## config.mk

```make
export PLATFORM = sky130hd
export DESIGN_NAME = min_spanning_tree_cost_core
export DESIGN_NICKNAME = d
export VERILOG_FILES = /design/src/rtl/mstc_pkg.sv /design/src/rtl/min_spanning_tree_cost_core.sv /design/src/rtl/mstc_union_find.sv
export SDC_FILE = /design/constraint.sdc
export NUM_CORES = 1
export LEC_CHECK = 0
export ABC_AREA = 1
export BUFFER_PORTS_ARGS = -buffer_cell sky130_fd_sc_hd__buf_2
export CORE_UTILIZATION = 57
export DETAILED_ROUTE_END_ITERATION = 16
export PLACE_DENSITY = 0.76
export SLEW_MARGIN = 10
export SYNTH_ARGS = -nofsm -noshare
export SYNTH_HDL_FRONTEND = slang
export SYNTH_HIERARCHICAL = 1
export SYNTH_SLANG_ARGS = --single-unit
```

## constraint.sdc

```tcl
create_clock -name aclk -period 2.7 [get_ports aclk]
set_input_delay 0.135 -clock aclk [delete_from_list [all_inputs] [get_ports aclk]]
set_output_delay 0.135 -clock aclk [all_outputs]
set_load 0.02 [all_outputs]
```

## src/rtl/mstc_pkg.sv

```systemverilog
`default_nettype none

package mstc_pkg;

    localparam int VTX_W      = 3;
    localparam int WGT_W      = 16;
    localparam int COST_W     = 19;
    localparam int TAKEN_W    = 3;
    localparam int S_TDATA_W  = 24;
    localparam int M_TDATA_W  = 24;
    localparam int EDGE_W     = 2 * VTX_W + WGT_W;
    localparam int M_FIELDS_W = COST_W + TAKEN_W + 1;

    // Packed so that the last field (a) lands in the lowest bits, matching tdata.
    typedef struct packed {
        logic [WGT_W-1:0] w;
        logic [VTX_W-1:0] b;
        logic [VTX_W-1:0] a;
    } edge_t;

    // Request from the edge sequencer to the union-find unit.
    typedef struct packed {
        logic             start;
        logic             clear;
        logic [VTX_W-1:0] a;
        logic [VTX_W-1:0] b;
    } uf_ctrl_t;

    // Status back from the union-find unit.
    typedef struct packed {
        logic busy;
        logic done;
        logic joined;
    } uf_stat_t;

endpackage

`default_nettype wire

```

## src/rtl/min_spanning_tree_cost_core.sv

```systemverilog
`default_nettype none

// Minimum spanning tree cost engine (Kruskal order, union-find forest).
//
// Input stream: one weighted undirected edge per beat. tdata carries
// vertex_a, vertex_b and edge_weight; tlast marks the final edge of the
// graph. Edges load at one per cycle while s_axis_tready is high. An edge
// with an endpoint at or above NUM_VERTICES is ignored; an edge that finds
// the store full is dropped and flags overflow.
// After the tlast beat, s_axis_tready drops while the engine runs. Each
// pass scans the edge RAM through its single read port for the next edge
// in (weight, arrival) order, then the union-find unit walks both
// endpoints to their roots, links them and reports back.
// Result stream: one beat per graph with total_cost, edges_taken and
// overflow in tdata. The result sits in an output register, so loading of
// the next graph starts at once even if the receiver stalls; only a
// second finished result waits until the first beat is taken.
// Reset (aresetn low, synchronous) empties the store, clears the forest,
// the cost and the overflow flag, and drops m_axis_tvalid.
module min_spanning_tree_cost_core #(
    parameter int NUM_VERTICES = 8,
    parameter int MAX_EDGES    = 32
) (
    input  wire                             aclk,
    input  wire                             aresetn,
    input  wire                             s_axis_tvalid,
    output logic                            s_axis_tready,
    // [2:0] vertex_a, [5:3] vertex_b, [21:6] edge_weight, [23:22] zero
    input  wire  [mstc_pkg::S_TDATA_W-1:0]  s_axis_tdata,
    input  wire                             s_axis_tlast,   // last_edge
    output logic                            m_axis_tvalid,
    input  wire                             m_axis_tready,
    // [18:0] total_cost, [21:19] edges_taken, [22] overflow, [23] zero
    output logic [mstc_pkg::M_TDATA_W-1:0]  m_axis_tdata
);
    import mstc_pkg::*;

    localparam int CW = $clog2(MAX_EDGES + 1);
    localparam int IW = (MAX_EDGES > 1) ? $clog2(MAX_EDGES) : 1;
    localparam int KW = WGT_W + IW;

    localparam logic [1:0] S_LOAD  = 2'd0;
    localparam logic [1:0] S_SCAN  = 2'd1;
    localparam logic [1:0] S_UNION = 2'd2;
    localparam logic [1:0] S_DONE  = 2'd3;

    // Edge store: one write port for loading, one registered read port.
    edge_t edge_mem [MAX_EDGES];
    edge_t rd_data_reg;

    logic [1:0]         state_reg, state_next;
    logic [CW-1:0]      count_reg, count_next;
    logic               ovf_reg, ovf_next;
    logic [COST_W-1:0]  cost_reg, cost_next;
    logic [TAKEN_W-1:0] taken_reg, taken_next;

    logic [CW-1:0]      scan_cnt_reg, scan_cnt_next;
    logic               rd_vld_reg, rd_vld_next;
    logic [IW-1:0]      rd_idx_reg, rd_idx_next;

    logic               have_best_reg, have_best_next;
    edge_t              best_edge_reg, best_edge_next;
    logic [IW-1:0]      best_idx_reg, best_idx_next;
    logic               have_prev_reg, have_prev_next;
    logic [WGT_W-1:0]   prev_w_reg, prev_w_next;
    logic [IW-1:0]      prev_idx_reg, prev_idx_next;

    logic               m_valid_reg, m_valid_next;
    logic [COST_W-1:0]  out_cost_reg, out_cost_next;
    logic [TAKEN_W-1:0] out_taken_reg, out_taken_next;
    logic               out_ovf_reg, out_ovf_next;

    edge_t              in_edge;
    logic               s_fire;
    logic               in_range;
    logic               store_free;
    logic               mem_we;
    logic [IW-1:0]      rd_addr;
    logic [KW-1:0]      cand_key, prev_key, best_key;
    logic               cand_ok;
    logic               scan_end;

    uf_ctrl_t           uf_ctrl;
    uf_stat_t           uf_stat;

    assign in_edge    = edge_t'(s_axis_tdata[EDGE_W-1:0]);
    assign s_fire     = s_axis_tvalid && s_axis_tready;
    assign in_range   = (int'(in_edge.a) < NUM_VERTICES) && (int'(in_edge.b) < NUM_VERTICES);
    assign store_free = (count_reg < CW'(MAX_EDGES));
    assign mem_we     = s_fire && in_range && store_free;
    assign rd_addr    = scan_cnt_reg[IW-1:0];

    // Order by weight, then by arrival; the key is unique per stored edge.
    assign cand_key = {rd_data_reg.w, rd_idx_reg};
    assign prev_key = {prev_w_reg, prev_idx_reg};
    assign best_key = {best_edge_reg.w, best_idx_reg};
    assign cand_ok  = rd_vld_reg && (!have_prev_reg || (cand_key > prev_key))
                      && (!have_best_reg || (cand_key < best_key));
    assign scan_end = (state_reg == S_SCAN) && (scan_cnt_reg == count_reg) && !rd_vld_reg;

    assign uf_ctrl.start = scan_end && have_best_reg;
    assign uf_ctrl.clear = (state_reg == S_DONE) && (!m_valid_reg || m_axis_tready);
    assign uf_ctrl.a     = best_edge_reg.a;
    assign uf_ctrl.b     = best_edge_reg.b;

    mstc_union_find #(
        .NUM_VERTICES(NUM_VERTICES)
    ) u_union_find (
        .aclk    (aclk),
        .aresetn (aresetn),
        .ctrl    (uf_ctrl),
        .stat    (uf_stat)
    );

    always_comb begin
        state_next     = state_reg;
        count_next     = count_reg;
        ovf_next       = ovf_reg;
        cost_next      = cost_reg;
        taken_next     = taken_reg;
        scan_cnt_next  = scan_cnt_reg;
        rd_vld_next    = 1'b0;
        rd_idx_next    = rd_addr;
        have_best_next = have_best_reg;
        best_edge_next = best_edge_reg;
        best_idx_next  = best_idx_reg;
        have_prev_next = have_prev_reg;
        prev_w_next    = prev_w_reg;
        prev_idx_next  = prev_idx_reg;
        m_valid_next   = m_valid_reg && !m_axis_tready;
        out_cost_next  = out_cost_reg;
        out_taken_next = out_taken_reg;
        out_ovf_next   = out_ovf_reg;
        case (state_reg)
            S_LOAD: begin
                if (s_fire) begin
                    if (in_range) begin
                        if (store_free) begin
                            count_next = count_reg + CW'(1);
                        end else begin
                            ovf_next = 1'b1;
                        end
                    end
                    if (s_axis_tlast) begin
                        scan_cnt_next  = '0;
                        have_best_next = 1'b0;
                        have_prev_next = 1'b0;
                        state_next     = S_SCAN;
                    end
                end
            end
            S_SCAN: begin
                // issue one read per cycle, compare the one that returns
                if (scan_cnt_reg != count_reg) begin
                    rd_vld_next   = 1'b1;
                    scan_cnt_next = scan_cnt_reg + CW'(1);
                end
                if (cand_ok) begin
                    have_best_next = 1'b1;
                    best_edge_next = rd_data_reg;
                    best_idx_next  = rd_idx_reg;
                end
                if (scan_end) begin
                    if (have_best_reg) begin
                        have_prev_next = 1'b1;
                        prev_w_next    = best_edge_reg.w;
                        prev_idx_next  = best_idx_reg;
                        state_next     = S_UNION;
                    end else begin
                        state_next = S_DONE;
                    end
                end
            end
            S_UNION: begin
                if (uf_stat.done) begin
                    if (uf_stat.joined) begin
                        cost_next  = cost_reg + COST_W'(best_edge_reg.w);
                        taken_next = taken_reg + TAKEN_W'(1);
                    end
                    scan_cnt_next  = '0;
                    have_best_next = 1'b0;
                    state_next     = S_SCAN;
                end
            end
            S_DONE: begin
                // hold until the output register is free, then clear the graph
                if (!m_valid_reg || m_axis_tready) begin
                    m_valid_next   = 1'b1;
                    out_cost_next  = cost_reg;
                    out_taken_next = taken_reg;
                    out_ovf_next   = ovf_reg;
                    count_next     = '0;
                    ovf_next       = 1'b0;
                    cost_next      = '0;
                    taken_next     = '0;
                    state_next     = S_LOAD;
                end
            end
            default: begin
                state_next = S_LOAD;
            end
        endcase
    end

    always_ff @(posedge aclk) begin
        if (!aresetn) begin
            state_reg     <= S_LOAD;
            count_reg     <= '0;
            ovf_reg       <= 1'b0;
            cost_reg      <= '0;
            taken_reg     <= '0;
            rd_vld_reg    <= 1'b0;
            have_best_reg <= 1'b0;
            have_prev_reg <= 1'b0;
            m_valid_reg   <= 1'b0;
        end else begin
            state_reg     <= state_next;
            count_reg     <= count_next;
            ovf_reg       <= ovf_next;
            cost_reg      <= cost_next;
            taken_reg     <= taken_next;
            rd_vld_reg    <= rd_vld_next;
            have_best_reg <= have_best_next;
            have_prev_reg <= have_prev_next;
            m_valid_reg   <= m_valid_next;
        end
    end

    always_ff @(posedge aclk) begin
        scan_cnt_reg  <= scan_cnt_next;
        rd_idx_reg    <= rd_idx_next;
        best_edge_reg <= best_edge_next;
        best_idx_reg  <= best_idx_next;
        prev_w_reg    <= prev_w_next;
        prev_idx_reg  <= prev_idx_next;
        out_cost_reg  <= out_cost_next;
        out_taken_reg <= out_taken_next;
        out_ovf_reg   <= out_ovf_next;
    end

    always_ff @(posedge aclk) begin
        if (mem_we) begin
            edge_mem[count_reg[IW-1:0]] <= in_edge;
        end
        rd_data_reg <= edge_mem[rd_addr];
    end

    assign s_axis_tready = (state_reg == S_LOAD);
    assign m_axis_tvalid = m_valid_reg;
    assign m_axis_tdata  = {{(M_TDATA_W - M_FIELDS_W){1'b0}},
                            out_ovf_reg, out_taken_reg, out_cost_reg};

    a_count_bound: assert property (@(posedge aclk) disable iff (!aresetn)
        int'(count_reg) <= MAX_EDGES)
        else $error("edge count beyond store depth");

    a_last_starts_scan: assert property (@(posedge aclk) disable iff (!aresetn)
        (s_axis_tvalid && s_axis_tready && s_axis_tlast) |=> (state_reg == S_SCAN))
        else $error("last edge did not start the scan");

    a_uf_start_idle: assert property (@(posedge aclk) disable iff (!aresetn)
        uf_ctrl.start |-> !uf_stat.busy)
        else $error("union-find started while busy");

    a_union_waits: assert property (@(posedge aclk) disable iff (!aresetn)
        uf_stat.done |-> (state_reg == S_UNION))
        else $error("union-find finished outside the union phase");

endmodule

`default_nettype wire

```

## src/rtl/mstc_union_find.sv

```systemverilog
`default_nettype none

module mstc_union_find #(
    parameter int NUM_VERTICES = 8
) (
    input  wire                      aclk,
    input  wire                      aresetn,
    input  wire mstc_pkg::uf_ctrl_t  ctrl,
    output mstc_pkg::uf_stat_t       stat
);
    import mstc_pkg::*;

    localparam int RW = (NUM_VERTICES > 1) ? $clog2(NUM_VERTICES) : 1;

    localparam logic [1:0] U_IDLE = 2'd0;
    localparam logic [1:0] U_RD   = 2'd1;
    localparam logic [1:0] U_CHK  = 2'd2;
    localparam logic [1:0] U_LINK = 2'd3;

    logic [RW-1:0]           root_mem [NUM_VERTICES];
    logic [RW-1:0]           rt_rd_reg;
    logic [NUM_VERTICES-1:0] vld_reg, vld_next;

    logic [1:0]    state_reg, state_next;
    logic [RW-1:0] cur_reg, cur_next;
    logic [RW-1:0] ra_reg, ra_next;
    logic [RW-1:0] rb_reg, rb_next;
    logic [RW-1:0] b_reg, b_next;
    logic          side_reg, side_next;
    logic          done_reg, done_next;
    logic          joined_reg, joined_next;

    logic [RW-1:0] parent;
    logic [RW-1:0] hi_root, lo_root;
    logic          link_we;

    // An entry never linked is its own root.
    assign parent  = vld_reg[cur_reg] ? rt_rd_reg : cur_reg;
    assign hi_root = (ra_reg > rb_reg) ? ra_reg : rb_reg;
    assign lo_root = (ra_reg > rb_reg) ? rb_reg : ra_reg;
    assign link_we = (state_reg == U_LINK) && (ra_reg != rb_reg);

    always_comb begin
        state_next  = state_reg;
        cur_next    = cur_reg;
        ra_next     = ra_reg;
        rb_next     = rb_reg;
        b_next      = b_reg;
        side_next   = side_reg;
        done_next   = 1'b0;
        joined_next = joined_reg;
        vld_next    = vld_reg;
        case (state_reg)
            U_IDLE: begin
                if (ctrl.clear) begin
                    vld_next = '0;
                end
                if (ctrl.start) begin
                    cur_next   = RW'(ctrl.a);
                    b_next     = RW'(ctrl.b);
                    side_next  = 1'b0;
                    state_next = U_RD;
                end
            end
            U_RD: begin
                state_next = U_CHK;
            end
            U_CHK: begin
                if (parent == cur_reg) begin
                    if (!side_reg) begin
                        ra_next    = cur_reg;
                        cur_next   = b_reg;
                        side_next  = 1'b1;
                        state_next = U_RD;
                    end else begin
                        rb_next    = cur_reg;
                        state_next = U_LINK;
                    end
                end else begin
                    cur_next   = parent;
                    state_next = U_RD;
                end
            end
            U_LINK: begin
                // link the larger root under the smaller
                if (link_we) begin
                    vld_next[hi_root] = 1'b1;
                end
                joined_next = (ra_reg != rb_reg);
                done_next   = 1'b1;
                state_next  = U_IDLE;
            end
            default: begin
                state_next = U_IDLE;
            end
        endcase
    end

    always_ff @(posedge aclk) begin
        if (!aresetn) begin
            state_reg  <= U_IDLE;
            vld_reg    <= '0;
            done_reg   <= 1'b0;
            joined_reg <= 1'b0;
        end else begin
            state_reg  <= state_next;
            vld_reg    <= vld_next;
            done_reg   <= done_next;
            joined_reg <= joined_next;
        end
    end

    always_ff @(posedge aclk) begin
        cur_reg  <= cur_next;
        ra_reg   <= ra_next;
        rb_reg   <= rb_next;
        b_reg    <= b_next;
        side_reg <= side_next;
    end

    always_ff @(posedge aclk) begin
        if (link_we) begin
            root_mem[hi_root] <= lo_root;
        end
        rt_rd_reg <= root_mem[cur_reg];
    end

    assign stat.busy   = (state_reg != U_IDLE);
    assign stat.done   = done_reg;
    assign stat.joined = joined_reg;

endmodule

`default_nettype wire
```

== Word level (Yosys, flattened, before mapping) ==
Memories as Yosys holds them, arrays and structs flattened. A register that Yosys moved wholly into a read port is not among the register bits.
Index checks and enable logic that the tools add are counted.
Cells by class
  $add $sub $neg: 4
  reduce and logical (&&, ||, !) cells: 44
  bitwise operators: 2
  equality and inequality tests: 26
  mux-type cells: 65
  $lt $le $gt $ge: 7
Operators with widths (count)
  $mux W19: 3
  $mux W6: 7
  $pmux W19 S2: 1
  $mux W3: 9
  $mux W1: 22
  $ne A2 B1 Y1 const B: 11
  $gt A21 B21 Y1: 1
  $lt A21 B21 Y1: 1
  $reduce_and A5 Y1: 4
  $add A19 B16 Y19: 1
  $pmux W6 S3: 1
  $reduce_and A3 Y1: 6
  $mux W2: 8
  $mux W8: 2
  $pmux W2 S4: 2
  $pmux W8 S2: 1
  $add A6 B1 Y6 const B: 2
  $pmux W3 S2: 2
  $pmux W6 S2: 1
  $reduce_and A4 Y1: 3
  $logic_and A1 B1 Y1: 11
  $reduce_bool A2 Y1: 5
  $eq A2 B2 Y1 const B: 4
  $lt A3 B4 Y1 const B: 2
  other kinds (22): 38
Storage, ports and cells
  register bits after elaboration: 142
  bits in writable memories: 728
  memories kept: 2
  input port bits: 29
Memories
  edge_mem: depth 32, bits a word 22, read ports 1, clocked after Yosys merged registers in 1, wr ports 1, line min_spanning_tree_cost_core.sv:48  | edge_t edge_mem [MAX_EDGES];
  u_union_find.root_mem: depth 8, bits a word 3, read ports 1, clocked after Yosys merged registers in 1, wr ports 1, line mstc_union_find.sv:20  | logic [RW-1:0] root_mem [NUM_VERTICES];

== Depth between registers and ports, before layout ==
  depth after elaboration: 9
  depth in mapped cells: 15
  depth with buffers taken out: 14

== By module ==
The synthesis kept the hierarchy.
By module, submodules not included
  min_spanning_tree_cost_core: cells each 2712, instances 1, area each 34291.6 um^2, sequential area each 24693.7 um^2
  mstc_union_find: cells each 256, instances 1, area each 2575.0 um^2, sequential area each 1411.4 um^2

== Least setup slack after synthesis ==
No wires, ideal clock.
  path type: register -> register
  start: register prev_w_reg[15]
  end: register best_edge_reg[0] (netlist name), enable pin
  data arrival time: 2515 ps
  period minus slack after synthesis: 2926 ps
  setup slack: -226 ps
  path buffers: 0
  setup time: 411 ps
  cell stages (with the launch flop): 13
  path through: edfxtp_1 > inv_1 > ha_1 > nand2_1 > nor2_1 > nand2_1 > nor2_1 > o21ai_0 > nand3_1 > nand2_1 > a21oi_1 > nand2_1 > nor2_1
On the way
  word-level cells in the longest chain between the ends: 5
RTL lines
  from (decl): line min_spanning_tree_cost_core.sv:65  | logic [WGT_W-1:0] prev_w_reg, prev_w_next;
  from (signal assigned): line min_spanning_tree_cost_core.sv:234  | prev_w_reg <= prev_w_next;
  $gt A21 B21 Y1: line min_spanning_tree_cost_core.sv:97  | assign cand_ok = rd_vld_reg && (!have_prev_reg || (cand_key > prev_key))
  $logic_or A1 B1 Y1: line min_spanning_tree_cost_core.sv:97
  $logic_and A1 B1 Y1: line min_spanning_tree_cost_core.sv:97
  $logic_and A1 B1 Y1: line min_spanning_tree_cost_core.sv:98  | && (!have_best_reg || (cand_key < best_key));
  $reduce_and A2 Y1 (no line)
  to (signal assigned): line min_spanning_tree_cost_core.sv:232  | best_edge_reg <= best_edge_next;
  to (decl): line min_spanning_tree_cost_core.sv:62  | edge_t best_edge_reg, best_edge_next;
Every way passes these cells.
A chain may end at the register's enable or synchronous reset.

==> results.ini <==
[status]
status=complete, no violations

[detailed_routing]
vias_per_cell=6.17
routed_wl_microns=92000
wl_per_cell_microns=23.0
drc_errors=0
route.antenna.remaining_nets=0
drt_iter0_drc=2778
via_count=24700
drt_first_pass_iters=5

[clocking]
cts-htree-levels=3
cts_sinks=895
insertion_delay_ns=0.65
clkSlewWorstSetupHoldPaths_ns=0.06
cts_inserted_buffers=88
clock_path_buffers=3
cts_tree=built
cts_root_buf=clkbuf_16

[floorplan]
start_util_pct=58.0
design.core.area_sq_um=63500
die_h_microns=256
die_x_microns=256
pin_count=55
dieArea_sq_um=65700
rows=92

[logic_synthesis]
synth_nets=3068
syn_area_sq_um=36900
syn-instance-count=2968
synth_top_area_cell=edfxtp_1
synth_warnings=6
ys_seq_area_share_pct=70.8
async_flop_share_pct=0
netlist_top_cells_area=edfxtp_1 67%, nor2_1 5.5%, o21ai_0 5.2%
synth-seq-cells=895
synthDistinctLibCells=58
synth.avg_cell_area_sq_um=12.4
synth.top_cell.area_share_pct=66.6
synth_ff_type=edfxtp_1
synth-edff-count=818

[worst_setup_path]
critPathLaunchType=flop
path_class=flop to flop
path_common_cell=buf_4
critPathMaxStageDelay_ns=0.51
endpoint_kind=flop
path_delay_family=buffers and inverters
slowest_stage=nor2_4
path_buf_inv=3
path_cells=buf_4 -> nor2_4 -> buf_4 -> buf_4 -> nand2_1 -> and3_1 -> a32oi_1
worstPathArrival_ns=3.13
cp_max_fo=19
required_ns=3.17

[grt]
grt_usage_pct=27.8
antenna_found_initial=7
grt_first_pass_wirelength_microns=138000
grt_pass1_vias=24000
grt_overflow=0
grt_max_degree=145

[timing]
hold_violations=0
finalCriticalPeriod_ns=2.66
fin_setup_tns_ns=0
tightest_slew_ns=0.764
setup_violations=0
relSlewSlack_pct=49.1
fmax_ghz=0.376
report.final.slew_viol_count=0
layout_setup_ws_ns=0.0415
fin_crit_sh_pct=98.5
rsz0062_at_grt=false
clock_skew_ns=0.0231

[power_and_ir_drop]
max-vdd-ir-drop_mv=0.583
power.density_nw_per_um2=747
power_uw=31200
p_leak_uw=0.0143

[finish]
multiInputGateArea_sq_um=9420
drive_gt1_share_pct=12.8
final_core_util_pct=65.6
syn_to_final_growth_pct=13.1
layout.nets=3180
stdcell_area_sq_um=41700
nFillCells=4394
ff_latch_area_sq_um=26100
largest_reg_flops=704

[placed_design]
placed_cell_area_sq_um=38600
numPortBuffers=51
dpl_worst_slack_ns=-0.0979
hpwlAfterDp_microns=53000
gp_congestion=0.876

[worst_hold_path]
hp-class=input port to flop

[run]
max_cap_viol_count=0

==> metrics by stage <==
step	hold slack, ns	std cells
after floorplan	0.234	2968
after global placement	0.407	3814
after detailed placement	0.415	3814
after CTS	0.000765	3999
after global routing	0.0241	4000
final	0.0173	4002
==> layout make-up <==
type                            count  area share, %
Sequential cell                   895           62.6
Timing Repair Buffer              180           4.15
Inverter                          142           1.37
Clock inverter                     48          0.958
Clock buffer                      115           5.72
Antenna cell                        3         0.0180
Multi-Input combinational cell   1773           22.6
Tap cell                          846           2.54
==> metal layers <==
metal / wire, microns / up-vias / track usage, %
li1: - / 11000 / -
met1: 33600 / 12000 / 35.6
met2: 43900 / 1370 / 44.6
met3: 9680 / 309 / 6.12
met4: 4750 / 6 / 14.4
met5: 34 / - / 0
==> timing repair <==
action	CTS	global route
cloned	0	0
hold buffers	22	0
buffers inserted	0	0
resized for setup	3	2
endpoints found under the setup margin	3	2
hold endpoints to repair	541	0
==> path summary, 6_finish.rpt <==
check              startpoint                    end  slack, ns  cells after the start
min          s_axis_tdata[14]       edge_mem[17][14]       0.02                      1
min reg2reg  best_edge_reg[4]  u_union_find/b_reg[1]       0.41                      0
max           scan_cnt_reg[2]           cand_key[19]       0.04                      7
max reg2reg   scan_cnt_reg[2]           cand_key[19]       0.04                      7
==> cell families after synthesis <==
| kind of cell | Yosys count | share of synthesized area (%) |
|---|---|---|
| fa+ha+maj | 71 | 2.43 |
| compound gates | 731 | 11.4 |
| xor+xnor | 5 | 0.119 |
| simple gates | 965 | 11.2 |
| other cells | 1 | 0.0102 |
| buf+inv | 300 | 4.00 |
| flops | 895 | 70.8 |
==> cells in the final DEF, fill, tap and decap left out, types with 5 or more instances in the layout <==
cell type      count
nor2_2            39
o211ai_1          61
o21ai_0          384
nand3_2           14
o21ai_1           14
clkinv_2          22
and3_1            15
a32oi_1           10
nor2_1           505
a21oi_1           93
buf_2             51
inv_2              7
nand2_2            5
inv_1            124
buf_4             71
nand2_1          253
nand3_1           66
dlygate4sd3_1     22
ha_1              70
a21oi_2           10
o22ai_1          111
clkinv_1          16
a31oi_1           12
clkbuf_16         90
buf_12            36
dfxtp_1           77
nand3b_1           7
nand4_1           18
edfxtp_1         818
clkbuf_1          21
nor3_1            20
o221ai_1          17
==> cell usage after synthesis, types with 13 or more instances <==
master	number
o21ai_0	384
edfxtp_1	818
clkbuf_1	74
nand4_1	18
a21oi_1	94
o221ai_1	17
o22ai_1	111
ha_1	70
nor3_1	20
buf_6	21
nand2_1	253
inv_1	126
o211ai_1	61
o21ai_1	14
nand3_2	14
nand3_1	66
and3_1	15
buf_4	20
dfxtp_1	77
a32oi_1	13
buf_2	37
nor2_1	539
==> where the power goes <==
part / internal (uW) / leakage (uW) / switching, uW / total (uW)
sequential: 15400 / 0.00798 / 237 / 15600
combinational: 1170 / 0.00495 / 2590 / 3770
clock: 6660 / 0.00137 / 5100 / 11800
No activity file was read; power rests on OpenSTA's default activity.
